<file path="src/rtl/gdnc_pkg.sv">
// gdnc_pkg: constants, types and arithmetic helpers for the Gregorian
// date / day count converter. Used by every module of the block but gdnc_checker.
// No dependencies.
`timescale 1ns / 1ps
`default_nettype none

package gdnc_pkg;

   // field widths
   localparam int YEAR_W  = 14;
   localparam int MONTH_W = 4;
   localparam int DAY_W   = 5;
   localparam int COUNT_W = 23;
   localparam int DOY_W   = 9;
   localparam int N_W     = 22;  // day number biased to be positive
   localparam int CENT_W  = 7;
   localparam int MOFS_W  = 9;

   // pipeline depth, input register through result register
   localparam int NSTAGE = 7;

   // opcodes
   localparam logic OP_DATE_TO_COUNT = 1'b0;
   localparam logic OP_COUNT_TO_DATE = 1'b1;

   // calendar constants
   localparam int DAY_BIAS      = 730550;
   localparam int DAYS_PER_400Y = 146097;
   localparam int DAYS_PER_4Y   = 1461;
   localparam int MONTH_NUM     = 153;
   localparam int MONTH_DIV     = 5;
   localparam int CENT_OFFSET   = 497;
   localparam int YEAR_OFFSET   = 489;
   localparam int DAYS_PER_YEAR = 365;
   localparam int CENT_YEARS    = 100;
   localparam int YEAR_MIN      = 1600;
   localparam int YEAR_MAX      = 9999;
   localparam int COUNT_MIN     = -146097;
   localparam int COUNT_MAX     = 2921939;
   localparam int MONTH_FEB     = 2;
   localparam int MONTH_DEC     = 12;
   // january counted as month 13 of the year before
   localparam int JAN_MONTH_OFS = MONTH_NUM * (MONTH_DEC + 2) / MONTH_DIV;

   // reciprocals for the constant divisions, exact over the operand ranges
   localparam int DIV100_SHIFT = 19;
   localparam int DIV100_MUL   = (2 ** DIV100_SHIFT + CENT_YEARS - 1) / CENT_YEARS;
   localparam int DIV5_SHIFT   = 15;
   localparam int DIV5_MUL     = (2 ** DIV5_SHIFT + MONTH_DIV - 1) / MONTH_DIV;
   localparam int MON_SHIFT    = 20;
   localparam int MON_MUL      = (2 ** MON_SHIFT + MONTH_NUM - 1) / MONTH_NUM;
   localparam int C400_SHIFT   = 42;
   localparam longint C400_MUL = ((longint'(1) << C400_SHIFT) + longint'(DAYS_PER_400Y) - 1)
                                 / longint'(DAYS_PER_400Y);
   localparam int C4Y_SHIFT    = 35;
   localparam longint C4Y_MUL  = ((longint'(1) << C4Y_SHIFT) + longint'(DAYS_PER_4Y) - 1)
                                 / longint'(DAYS_PER_4Y);

   typedef struct packed {
      logic [NSTAGE-1:0] load;  // stage k takes the item of stage k-1
   } gdnc_ctrl_type;

   // year / 100 for years below 12800
   function automatic logic [CENT_W-1:0] div100(input logic [YEAR_W-1:0] y);
      logic [26:0] p;
      p = 27'(y) * 27'(DIV100_MUL);
      return p[DIV100_SHIFT+CENT_W-1:DIV100_SHIFT];
   endfunction

   // 153 * mp1 / 5, days before a march-based month
   function automatic logic [MOFS_W-1:0] month_offset(input logic [4:0] mp1);
      logic [11:0] t;
      logic [24:0] p;
      t = 12'(MONTH_NUM) * 12'(mp1);
      p = 25'(t) * 25'(DIV5_MUL);
      return p[DIV5_SHIFT+MOFS_W-1:DIV5_SHIFT];
   endfunction

   // day count of an adjusted year, century, month offset and day, mod 2**23
   function automatic logic [COUNT_W-1:0] date_sum(input logic [YEAR_W-1:0] yp,
                                                   input logic [CENT_W-1:0] c,
                                                   input logic [MOFS_W-1:0] mo,
                                                   input logic [DAY_W-1:0] d);
      logic [24:0] pos;
      logic [24:0] s;
      pos = 25'(DAYS_PER_YEAR) * 25'(yp) + 25'(yp >> 2) + 25'(2) + 25'(c >> 2)
            + 25'(mo) + 25'(d);
      s = pos - 25'(c) - 25'(DAY_BIAS);
      return s[COUNT_W-1:0];
   endfunction

endpackage

`default_nettype wire

</file>
<file path="src/rtl/gdnc_stage_ctrl.sv">
// gdnc_stage_ctrl: per-stage valid bits and load enables for the converter
// pipeline; a stage loads when it is empty or its item moves on.
// Depends on gdnc_pkg.
`timescale 1ns / 1ps
`default_nettype none

module gdnc_stage_ctrl (
   input  logic                   clock,
   input  logic                   reset,
   input  logic                   req_valid,
   output logic                   req_stall,
   output logic                   rsp_valid,
   input  logic                   rsp_stall,
   output gdnc_pkg::gdnc_ctrl_type ctrl
);
   import gdnc_pkg::*;

   logic [NSTAGE-1:0] valid_ff;
   logic [NSTAGE-1:0] valid_in;
   logic [NSTAGE-1:0] ready;

   always_comb begin
      ready[NSTAGE-1] = !valid_ff[NSTAGE-1] || !rsp_stall;
      for (int k = NSTAGE - 2; k >= 0; k--) begin
         ready[k] = !valid_ff[k] || ready[k+1];
      end
      valid_in[0] = ready[0] ? req_valid : valid_ff[0];
      for (int k = 1; k < NSTAGE; k++) begin
         valid_in[k] = ready[k] ? valid_ff[k-1] : valid_ff[k];
      end
   end

   always_ff @(posedge clock) begin
      if (reset) begin
         valid_ff <= '0;
      end else begin
         valid_ff <= valid_in;
      end
   end

   assign req_stall = !ready[0];
   assign rsp_valid = valid_ff[NSTAGE-1];
   assign ctrl.load = ready;

endmodule

`default_nettype wire

</file>
<file path="src/rtl/gdnc_datapath.sv">
// gdnc_datapath: seven register stages of the date / day count conversion,
// with the reciprocal multiplies split over the stages.
// Depends on gdnc_pkg.
`timescale 1ns / 1ps
`default_nettype none

module gdnc_datapath (
   input  logic                                clock,
   input  gdnc_pkg::gdnc_ctrl_type             ctrl,
   input  logic                                req_opcode,
   input  logic        [gdnc_pkg::YEAR_W-1:0]  req_in_year,
   input  logic        [gdnc_pkg::MONTH_W-1:0] req_in_month,
   input  logic        [gdnc_pkg::DAY_W-1:0]   req_in_day,
   input  logic signed [gdnc_pkg::COUNT_W-1:0] req_in_day_count,
   output logic signed [gdnc_pkg::COUNT_W-1:0] rsp_out_day_count,
   output logic        [gdnc_pkg::YEAR_W-1:0]  rsp_out_year,
   output logic        [gdnc_pkg::MONTH_W-1:0] rsp_out_month,
   output logic        [gdnc_pkg::DAY_W-1:0]   rsp_out_day,
   output logic        [gdnc_pkg::DOY_W-1:0]   rsp_day_of_year,
   output logic                                rsp_range_error
);
   import gdnc_pkg::*;

   // stage 0: input register
   logic                      s0_op_ff;
   logic [YEAR_W-1:0]         s0_year_ff;
   logic [MONTH_W-1:0]        s0_month_ff;
   logic [DAY_W-1:0]          s0_day_ff;
   logic signed [COUNT_W-1:0] s0_cnt_ff;

   // stage 1: century term for both directions
   logic s1_op_ff, s1_op_in, s1_err_ff, s1_err_in;
   logic [YEAR_W-1:0]  s1_yp_ff, s1_yp_in;
   logic [CENT_W-1:0]  s1_c_ff, s1_c_in;
   logic [MOFS_W-1:0]  s1_mo_ff, s1_mo_in;
   logic [DAY_W-1:0]   s1_day_ff, s1_day_in;
   logic [N_W-1:0]     s1_n_ff, s1_n_in;
   logic [COUNT_W-1:0] s1_cnt_ff, s1_cnt_in;

   // stage 2: forward result done, march year found
   logic s2_op_ff, s2_op_in, s2_err_ff, s2_err_in;
   logic [COUNT_W-1:0] s2_dc_ff, s2_dc_in;
   logic [N_W-1:0]     s2_n2_ff, s2_n2_in;
   logic [YEAR_W-1:0]  s2_y_ff, s2_y_in;
   logic [COUNT_W-1:0] s2_cnt_ff, s2_cnt_in;

   // stage 3: day within the march year
   logic s3_op_ff, s3_op_in, s3_err_ff, s3_err_in;
   logic [COUNT_W-1:0] s3_dc_ff, s3_dc_in;
   logic [MOFS_W-1:0]  s3_n3_ff, s3_n3_in;
   logic [YEAR_W-1:0]  s3_y_ff, s3_y_in;
   logic [COUNT_W-1:0] s3_cnt_ff, s3_cnt_in;

   // stage 4: march-based month plus one
   logic s4_op_ff, s4_op_in, s4_err_ff, s4_err_in;
   logic [COUNT_W-1:0] s4_dc_ff, s4_dc_in;
   logic [MONTH_W-1:0] s4_q_ff, s4_q_in;
   logic [MOFS_W-1:0]  s4_n3_ff, s4_n3_in;
   logic [YEAR_W-1:0]  s4_y_ff, s4_y_in;
   logic [COUNT_W-1:0] s4_cnt_ff, s4_cnt_in;

   // stage 5: calendar date, century of the year before
   logic s5_op_ff, s5_op_in, s5_err_ff, s5_err_in;
   logic [COUNT_W-1:0] s5_dc_ff, s5_dc_in;
   logic [YEAR_W-1:0]  s5_y_ff, s5_y_in;
   logic [MONTH_W-1:0] s5_m_ff, s5_m_in;
   logic [DAY_W-1:0]   s5_d_ff, s5_d_in;
   logic [YEAR_W-1:0]  s5_ya_ff, s5_ya_in;
   logic [CENT_W-1:0]  s5_cj_ff, s5_cj_in;
   logic [COUNT_W-1:0] s5_cnt_ff, s5_cnt_in;

   // stage 6: result register
   logic [COUNT_W-1:0] s6_dc_ff, s6_dc_in;
   logic [YEAR_W-1:0]  s6_y_ff, s6_y_in;
   logic [MONTH_W-1:0] s6_m_ff, s6_m_in;
   logic [DAY_W-1:0]   s6_d_ff, s6_d_in;
   logic [DOY_W-1:0]   s6_doy_ff, s6_doy_in;
   logic               s6_err_ff, s6_err_in;

   // ---- stage 0 -> 1
   logic              jf;
   logic [4:0]        mp1;
   logic [YEAR_W-1:0] yp;
   logic [23:0]       n_full;
   logic [23:0]       x1;
   logic [48:0]       p1;
   logic              err0, err1;

   always_comb begin
      err0   = (s0_year_ff < YEAR_W'(YEAR_MIN)) || (s0_year_ff > YEAR_W'(YEAR_MAX));
      err1   = (s0_cnt_ff < COUNT_MIN) || (s0_cnt_ff > COUNT_MAX);
      // january, february and month zero move to the year before
      jf     = s0_month_ff <= MONTH_W'(MONTH_FEB);
      yp     = s0_year_ff - YEAR_W'(jf);
      mp1    = jf ? 5'(s0_month_ff) + 5'(MONTH_DEC + 1) : 5'(s0_month_ff) + 5'd1;
      n_full = 24'(s0_cnt_ff) + 24'(DAY_BIAS);
      x1     = {n_full[N_W-1:0], 2'b00} - 24'(CENT_OFFSET);
      p1     = 49'(x1) * 49'(C400_MUL);

      s1_op_in  = s0_op_ff;
      s1_err_in = s0_op_ff ? err1 : err0;
      s1_yp_in  = yp;
      s1_c_in   = s0_op_ff ? p1[C400_SHIFT+CENT_W-1:C400_SHIFT] : div100(yp);
      s1_mo_in  = month_offset(mp1);
      s1_day_in = s0_day_ff;
      s1_n_in   = n_full[N_W-1:0];
      s1_cnt_in = s0_cnt_ff;
   end

   // ---- stage 1 -> 2
   logic [N_W-1:0] n2;
   logic [23:0]    x2;
   logic [48:0]    p2;

   always_comb begin
      n2 = s1_n_ff + N_W'(s1_c_ff) - N_W'(s1_c_ff >> 2) - N_W'(2);
      x2 = {n2, 2'b00} - 24'(YEAR_OFFSET);
      p2 = 49'(x2) * 49'(C4Y_MUL);

      s2_op_in  = s1_op_ff;
      s2_err_in = s1_err_ff;
      s2_dc_in  = date_sum(s1_yp_ff, s1_c_ff, s1_mo_ff, s1_day_ff);
      s2_n2_in  = n2;
      s2_y_in   = p2[C4Y_SHIFT+YEAR_W-1:C4Y_SHIFT];
      s2_cnt_in = s1_cnt_ff;
   end

   // ---- stage 2 -> 3
   logic [N_W-1:0] n3_full;

   always_comb begin
      n3_full   = s2_n2_ff - N_W'(DAYS_PER_YEAR) * N_W'(s2_y_ff) - N_W'(s2_y_ff >> 2);
      s3_op_in  = s2_op_ff;
      s3_err_in = s2_err_ff;
      s3_dc_in  = s2_dc_ff;
      s3_n3_in  = n3_full[MOFS_W-1:0];
      s3_y_in   = s2_y_ff;
      s3_cnt_in = s2_cnt_ff;
   end

   // ---- stage 3 -> 4
   logic [11:0] x3;
   logic [24:0] p3;

   always_comb begin
      x3 = 12'(MONTH_DIV) * 12'(s3_n3_ff) - 12'd1;
      p3 = 25'(x3) * 25'(MON_MUL);

      s4_op_in  = s3_op_ff;
      s4_err_in = s3_err_ff;
      s4_dc_in  = s3_dc_ff;
      s4_q_in   = p3[MON_SHIFT+MONTH_W-1:MON_SHIFT];
      s4_n3_in  = s3_n3_ff;
      s4_y_in   = s3_y_ff;
      s4_cnt_in = s3_cnt_ff;
   end

   // ---- stage 4 -> 5
   logic [MOFS_W-1:0]  dfull;
   logic [MONTH_W-1:0] m_raw;
   logic               wrap;
   logic [YEAR_W-1:0]  y_fin;
   logic [YEAR_W-1:0]  ya;

   always_comb begin
      dfull = s4_n3_ff - month_offset(5'(s4_q_ff));
      m_raw = s4_q_ff - MONTH_W'(1);
      // months 13 and 14 are january and february of the next year
      wrap  = m_raw > MONTH_W'(MONTH_DEC);
      y_fin = s4_y_ff + YEAR_W'(wrap);
      ya    = s4_y_ff + YEAR_W'(wrap) - YEAR_W'(1);

      s5_op_in  = s4_op_ff;
      s5_err_in = s4_err_ff;
      s5_dc_in  = s4_dc_ff;
      s5_y_in   = y_fin;
      s5_m_in   = wrap ? m_raw - MONTH_W'(MONTH_DEC) : m_raw;
      s5_d_in   = dfull[DAY_W-1:0];
      s5_ya_in  = ya;
      s5_cj_in  = div100(ya);
      s5_cnt_in = s4_cnt_ff;
   end

   // ---- stage 5 -> 6
   logic [COUNT_W-1:0] jan1;
   logic [COUNT_W-1:0] diff;
   logic               fwd_ok, inv_ok;

   always_comb begin
      jan1   = date_sum(s5_ya_ff, s5_cj_ff, MOFS_W'(JAN_MONTH_OFS), DAY_W'(1));
      diff   = s5_cnt_ff - jan1;
      fwd_ok = !s5_err_ff && !s5_op_ff;
      inv_ok = !s5_err_ff && s5_op_ff;

      s6_err_in = s5_err_ff;
      s6_dc_in  = fwd_ok ? s5_dc_ff : '0;
      s6_y_in   = inv_ok ? s5_y_ff : '0;
      s6_m_in   = inv_ok ? s5_m_ff : '0;
      s6_d_in   = inv_ok ? s5_d_ff : '0;
      s6_doy_in = inv_ok ? diff[DOY_W-1:0] : '0;
   end

   always_ff @(posedge clock) begin
      if (ctrl.load[0]) begin
         s0_op_ff    <= req_opcode;
         s0_year_ff  <= req_in_year;
         s0_month_ff <= req_in_month;
         s0_day_ff   <= req_in_day;
         s0_cnt_ff   <= req_in_day_count;
      end
      if (ctrl.load[1]) begin
         s1_op_ff  <= s1_op_in;
         s1_err_ff <= s1_err_in;
         s1_yp_ff  <= s1_yp_in;
         s1_c_ff   <= s1_c_in;
         s1_mo_ff  <= s1_mo_in;
         s1_day_ff <= s1_day_in;
         s1_n_ff   <= s1_n_in;
         s1_cnt_ff <= s1_cnt_in;
      end
      if (ctrl.load[2]) begin
         s2_op_ff  <= s2_op_in;
         s2_err_ff <= s2_err_in;
         s2_dc_ff  <= s2_dc_in;
         s2_n2_ff  <= s2_n2_in;
         s2_y_ff   <= s2_y_in;
         s2_cnt_ff <= s2_cnt_in;
      end
      if (ctrl.load[3]) begin
         s3_op_ff  <= s3_op_in;
         s3_err_ff <= s3_err_in;
         s3_dc_ff  <= s3_dc_in;
         s3_n3_ff  <= s3_n3_in;
         s3_y_ff   <= s3_y_in;
         s3_cnt_ff <= s3_cnt_in;
      end
      if (ctrl.load[4]) begin
         s4_op_ff  <= s4_op_in;
         s4_err_ff <= s4_err_in;
         s4_dc_ff  <= s4_dc_in;
         s4_q_ff   <= s4_q_in;
         s4_n3_ff  <= s4_n3_in;
         s4_y_ff   <= s4_y_in;
         s4_cnt_ff <= s4_cnt_in;
      end
      if (ctrl.load[5]) begin
         s5_op_ff  <= s5_op_in;
         s5_err_ff <= s5_err_in;
         s5_dc_ff  <= s5_dc_in;
         s5_y_ff   <= s5_y_in;
         s5_m_ff   <= s5_m_in;
         s5_d_ff   <= s5_d_in;
         s5_ya_ff  <= s5_ya_in;
         s5_cj_ff  <= s5_cj_in;
         s5_cnt_ff <= s5_cnt_in;
      end
      if (ctrl.load[6]) begin
         s6_err_ff <= s6_err_in;
         s6_dc_ff  <= s6_dc_in;
         s6_y_ff   <= s6_y_in;
         s6_m_ff   <= s6_m_in;
         s6_d_ff   <= s6_d_in;
         s6_doy_ff <= s6_doy_in;
      end
   end

   assign rsp_out_day_count = $signed(s6_dc_ff);
   assign rsp_out_year      = s6_y_ff;
   assign rsp_out_month     = s6_m_ff;
   assign rsp_out_day       = s6_d_ff;
   assign rsp_day_of_year   = s6_doy_ff;
   assign rsp_range_error   = s6_err_ff;

endmodule

`default_nettype wire

</file>
<file path="src/rtl/gregorian_day_number_convert_top.sv">
// gregorian_day_number_convert_top: Gregorian date <-> day count converter,
// top level. Instantiates gdnc_stage_ctrl and gdnc_datapath; uses gdnc_pkg.
//
//   channel   direction   handshake              payload
//   req       in          req_valid / req_stall  opcode, year, month, day, day count
//   rsp       out         rsp_valid / rsp_stall  day count, date, day of year, error
//
// One item per cycle sustained while rsp is not stalled; each item passes one
// register transfer at a time from the input stage to the result stage, the depth
// set by splitting the reciprocal multiplies over seven registers.
// Reset (synchronous) empties the pipeline; no clearing pass.
// A stall on rsp fills empty stages first; req_stall rises only when every
// stage holds an item.
`timescale 1ns / 1ps
`default_nettype none

module gregorian_day_number_convert_top (
   input  logic                                clock,
   input  logic                                reset,
   input  logic                                req_valid,
   output logic                                req_stall,
   input  logic                                req_opcode,
   input  logic        [gdnc_pkg::YEAR_W-1:0]  req_in_year,
   input  logic        [gdnc_pkg::MONTH_W-1:0] req_in_month,
   input  logic        [gdnc_pkg::DAY_W-1:0]   req_in_day,
   input  logic signed [gdnc_pkg::COUNT_W-1:0] req_in_day_count,
   output logic                                rsp_valid,
   input  logic                                rsp_stall,
   output logic signed [gdnc_pkg::COUNT_W-1:0] rsp_out_day_count,
   output logic        [gdnc_pkg::YEAR_W-1:0]  rsp_out_year,
   output logic        [gdnc_pkg::MONTH_W-1:0] rsp_out_month,
   output logic        [gdnc_pkg::DAY_W-1:0]   rsp_out_day,
   output logic        [gdnc_pkg::DOY_W-1:0]   rsp_day_of_year,
   output logic                                rsp_range_error
);
   import gdnc_pkg::*;

   gdnc_ctrl_type ctrl;

   gdnc_stage_ctrl u_ctrl (
      .clock     (clock),
      .reset     (reset),
      .req_valid (req_valid),
      .req_stall (req_stall),
      .rsp_valid (rsp_valid),
      .rsp_stall (rsp_stall),
      .ctrl      (ctrl)
   );

   gdnc_datapath u_datapath (
      .clock             (clock),
      .ctrl              (ctrl),
      .req_opcode        (req_opcode),
      .req_in_year       (req_in_year),
      .req_in_month      (req_in_month),
      .req_in_day        (req_in_day),
      .req_in_day_count  (req_in_day_count),
      .rsp_out_day_count (rsp_out_day_count),
      .rsp_out_year      (rsp_out_year),
      .rsp_out_month     (rsp_out_month),
      .rsp_out_day       (rsp_out_day),
      .rsp_day_of_year   (rsp_day_of_year),
      .rsp_range_error   (rsp_range_error)
   );

endmodule

`default_nettype wire

</file>
<file path="config.mk">
export PLATFORM = sky130hd
export DESIGN_NAME = gregorian_day_number_convert_top
export DESIGN_NICKNAME = d
export VERILOG_FILES = /design/src/rtl/gdnc_pkg.sv /design/src/rtl/gdnc_stage_ctrl.sv /design/src/rtl/gdnc_datapath.sv /design/src/rtl/gregorian_day_number_convert_top.sv
export SDC_FILE = /design/constraint.sdc
export NUM_CORES = 2
export LEC_CHECK = 0
export BUFFER_PORTS_ARGS = -buffer_cell sky130_fd_sc_hd__buf_4
export CAP_MARGIN = 20
export CORE_ASPECT_RATIO = 1.75
export CORE_MARGIN = 8
export CORE_UTILIZATION = 35
export DETAILED_ROUTE_END_ITERATION = 6
export GPL_TIMING_DRIVEN = 0
export HOLD_SLACK_MARGIN = 0.02
export PLACE_DENSITY = 0.48
export SKIP_CTS_REPAIR_TIMING = 1
export SYNTH_ARGS = -nofsm -noshare
export SYNTH_HDL_FRONTEND = slang
export SYNTH_SLANG_ARGS = --single-unit
</file>
<file path="constraint.sdc">
create_clock -name clock -period 10.7 [get_ports clock]
set_clock_uncertainty 0.2 [all_clocks]
set_input_delay 0 -clock clock [delete_from_list [all_inputs] [get_ports clock]]
set_output_delay 0 -clock clock [all_outputs]
set_load 0.03 [all_outputs]
</file>
==> impl_metrics.env <==
export IMPL_drc=0
export IMPL_design_core_area_mm2=0.158
export IMPL_path_clk_slew_ns=0.06
export IMPL_root_buffer="clkbuf_16"
export IMPL_routabilityCongestion=0.869
export IMPL_clock_sinks=423
export IMPL_async_flop_share=0
export IMPL_cp_arrival_ns=10.51
export IMPL_cpMostUsedCell="fa_1"
export IMPL_routed_via_count=33601
export IMPL_dp_hpwl_mm=114
export IMPL_final_fill_count=15525
export IMPL_ys_flop_type="edfxtp_1"
export IMPL_hp_class="flip-flop to flip-flop"
export IMPL_drv_cap=0
export IMPL_die_area_mm2=0.172
export IMPL_timing_final_crit_share=0.965
export IMPL_dr_pass1_iters=5
export IMPL_synth_enable_flop_cells=416
export IMPL_yosysWarnings=0
export IMPL_max_freq_ghz=0.0968
export IMPL_setup_viol=0
export IMPL_syn_area_mm2=0.0556
export IMPL_die_x_um=317
export IMPL_worstPathMaxFanout=6
export IMPL_grt_pass1_vias=37525
export IMPL_row_count=193
export IMPL_globalRoute_totalOverflow=0
export IMPL_grt_pass1_wl_mm=202
export IMPL_numPortBuffers=108
export IMPL_final_hold_violation_count=0
export IMPL_maxSlewViolCount=0
export IMPL_synthToLayoutAreaGrowth_pct=12.7
export IMPL_cp_required_ns=10.88
export IMPL_start_util=0.352
export IMPL_drtAntennaViolNets=0
export IMPL_syn_area_per_cell_um2=11.4
export IMPL_cp_slowest_cell="fa_1"
export IMPL_ys_seq_area_frac=0.227
export IMPL_io_pins=109
export IMPL_critPathMaxStageDelay_ns=0.56
export IMPL_grt_total_usage=0.151
export IMPL_die_h_um=543
export IMPL_cts_buffers_inserted=50
export IMPL_worstSetupEndpointType="flip-flop"
export IMPL_post_drt_wl_per_cell_um=17.4
export IMPL_layout_drive_gt1_share=0.0662
export IMPL_layout_nets=7139
export IMPL_syn_inst=4891
export IMPL_antenna_found_initial=2
export IMPL_worst_pin_slew_ns=1.08
export IMPL_clk_latency_ns=0.63
export IMPL_initialDrtViolationCount=838
export IMPL_maxSlewHeadroom=0.278
export IMPL_yosysUniqueCellTypes=86
export IMPL_start_kind="flip-flop"
export IMPL_ys_ff_latch=423
export IMPL_period_needed_ns=10.33
export IMPL_grt_start_max_net_pins=68
export IMPL_status="finished clean"
export IMPL_htreeDepth=2
export IMPL_routed_wl_mm=127
export IMPL_ctsLongestPathBuffers=3
export IMPL_fin_setup_tns_ns=0
export IMPL_grt_setup_unrepaired="yes"
export IMPL_crit_type="flip-flop to flip-flop"
export IMPL_avgViaCountPerCell=4.61
export IMPL_cts_tree="done"
export IMPL_synthesis_nets=6831
[metrics by stage]
step           hold slack, ns  setup WS [ns]  std cells  instance area [um2]   util
2_1_floorplan          -0.131          0.572       4891                55600      -
3_3_place_gp          -0.0218          -2.36       7046                58900  0.373
3_5_place_dp          -0.0205          -1.40       7065                59200  0.375
4_1_cts                -0.731          -1.40       7159                61000  0.386
5_1_grt                 0.197        -0.0608       7289                62600  0.396
6_report                0.200          0.371       7289                62600  0.396
[per-layer routing]
metal,share of wire,vias up,track usage
li1,-,16387,-
met1,0.35,16597,0.148
met2,0.58,399,0.312
met3,0.022,218,0.0137
met4,0.048,0,0.0610
met5,0,-,0
[registers in the layout, indices dropped and copies added, names as in the netlist, 9 cells and up]
signal and flops:
u_datapath.s1_n_ff 21, u_datapath.s2_cnt_ff 9, u_datapath.s3_cnt_ff 9, u_datapath.s1_yp_ff 14, u_datapath.s3_n3_ff 9, u_datapath.s0_year_ff 14, u_datapath.s4_y_ff 14, u_datapath.s3_dc_ff 23
u_datapath.s2_dc_ff 23, u_datapath.s5_y_ff 14, u_datapath.s5_ya_ff 11, u_datapath.s4_dc_ff 23, u_datapath.rsp_out_year 14, u_datapath.s2_n2_ff 9, u_datapath.s2_y_ff 14, u_datapath.s0_cnt_ff 23
u_datapath.s5_dc_ff 23, u_datapath.rsp_day_of_year 9, u_datapath.rsp_out_day_count 23, u_datapath.s4_cnt_ff 9, u_datapath.s5_cnt_ff 9, u_datapath.s1_mo_ff 9, u_datapath.s1_cnt_ff 9, u_datapath.s3_y_ff 14
[path summary, 6_finish.rpt]
check | from | end | slack, ns | depth (start not counted)
min | u_datapath.s3_y_ff[7] | u_datapath.s4_y_ff[7] | 0.20 | 0
max | u_datapath.s1_c_ff[4] | u_datapath.s2_y_ff[13] | 0.37 | 35
max reg2reg | u_datapath.s1_c_ff[4] | u_datapath.s2_y_ff[13] | 0.37 | 35
min reg2reg | u_datapath.s3_y_ff[7] | u_datapath.s4_y_ff[7] | 0.20 | 0
[cells by family after synthesis]
kind of cell	Yosys count	synth area share
flip-flops	423	0.227
AND/OR/NAND/NOR	484	0.0463
multiplexers	10	0.00194
AO/OA/AOI/OAI	430	0.0520
buffers and inverters	1337	0.0905
XOR/XNOR	316	0.0503
adder cells (fa/ha/maj)	1891	0.532
[layout by cell type (no fill, tap or decap), types with 16 or more instances in the layout]
master | synthesis | final
a21o_1 | 72 | 72
a31oi_1 | 16 | 16
inv_1 | 1316 | 1311
nor2b_1 | 22 | 22
fa_1 | 782 | 781
clkbuf_16 | 0 | 50
nor3_1 | 26 | 25
nand3_1 | 39 | 38
buf_4 | 1 | 141
ha_1 | 1107 | 1102
o21a_1 | 19 | 19
nand2_1 | 79 | 76
and3_1 | 20 | 20
nand2b_1 | 23 | 23
edfxtp_1 | 416 | 416
xor2_1 | 88 | 81
xnor2_1 | 225 | 211
dlygate4sd3_1 | 0 | 101
and2_1 | 66 | 66
clkbuf_1 | 17 | 24
a21oi_1 | 118 | 115
nand4_1 | 24 | 24
nor2_1 | 113 | 112
o21ai_0 | 82 | 80
or3_1 | 19 | 19
[critical path, delay by kind of cell, from the launching register on]
kind | cells | cell delay, ns
compound gates | 9 | 1.98
xor+xnor | 2 | 0.27
fa+ha+maj | 11 | 4.57
buf+inv | 6 | 0.81
flops | 1 | 0.47
mux | 1 | 0.38
simple gates | 6 | 1.40
[cell type report]
type / instances / area, um2 / area share
inverters: 1316 / 4950 / 0.0790
multi-input cells: 3131 / 38300 / 0.612
diodes: 1 / 2.50 / 0.0000400
plain buffers: 21 / 86.3 / 0.00138
clock buffers: 58 / 1290 / 0.0206
flip-flops and latches: 423 / 12600 / 0.202
well taps: 2047 / 2560 / 0.0409
repair buffers: 256 / 2300 / 0.0368
clock inverters: 36 / 498 / 0.00795
[cell usage after synthesis, types with 7 or more instances]
| cell type | n | area, um2 |
|---|---|---|
| nand2_1 | 79 | 297 |
| o21ai_0 | 82 | 410 |
| nor4_1 | 13 | 81.3 |
| a21o_1 | 72 | 541 |
| and2_1 | 66 | 413 |
| dfxtp_1 | 7 | 140 |
| edfxtp_1 | 416 | 12500 |
| a31o_2 | 7 | 61.3 |
| nor2b_1 | 22 | 138 |
| ha_1 | 1107 | 13900 |
| xnor2_1 | 225 | 1970 |
| nor3_1 | 26 | 130 |
| xor2_1 | 88 | 771 |
| a31oi_1 | 16 | 100 |
| or2_2 | 10 | 62.6 |
| nand3_1 | 39 | 195 |
| a21oi_1 | 118 | 591 |
| a211o_1 | 7 | 61.3 |
| nor2_1 | 113 | 424 |
| a211oi_1 | 14 | 105 |
| o21a_1 | 19 | 143 |
| nand4_1 | 24 | 150 |
| fa_1 | 782 | 15700 |
| clkbuf_1 | 17 | 63.8 |
| inv_1 | 1316 | 4940 |
| and3_1 | 20 | 125 |
| a21boi_0 | 7 | 52.6 |
| or3_1 | 19 | 119 |
| nand2b_1 | 23 | 144 |
| o21bai_1 | 15 | 113 |
Power is left out: the tool's default activity adds up to more than one toggle a clock period on the data nets, which glitch-free logic cannot reach.
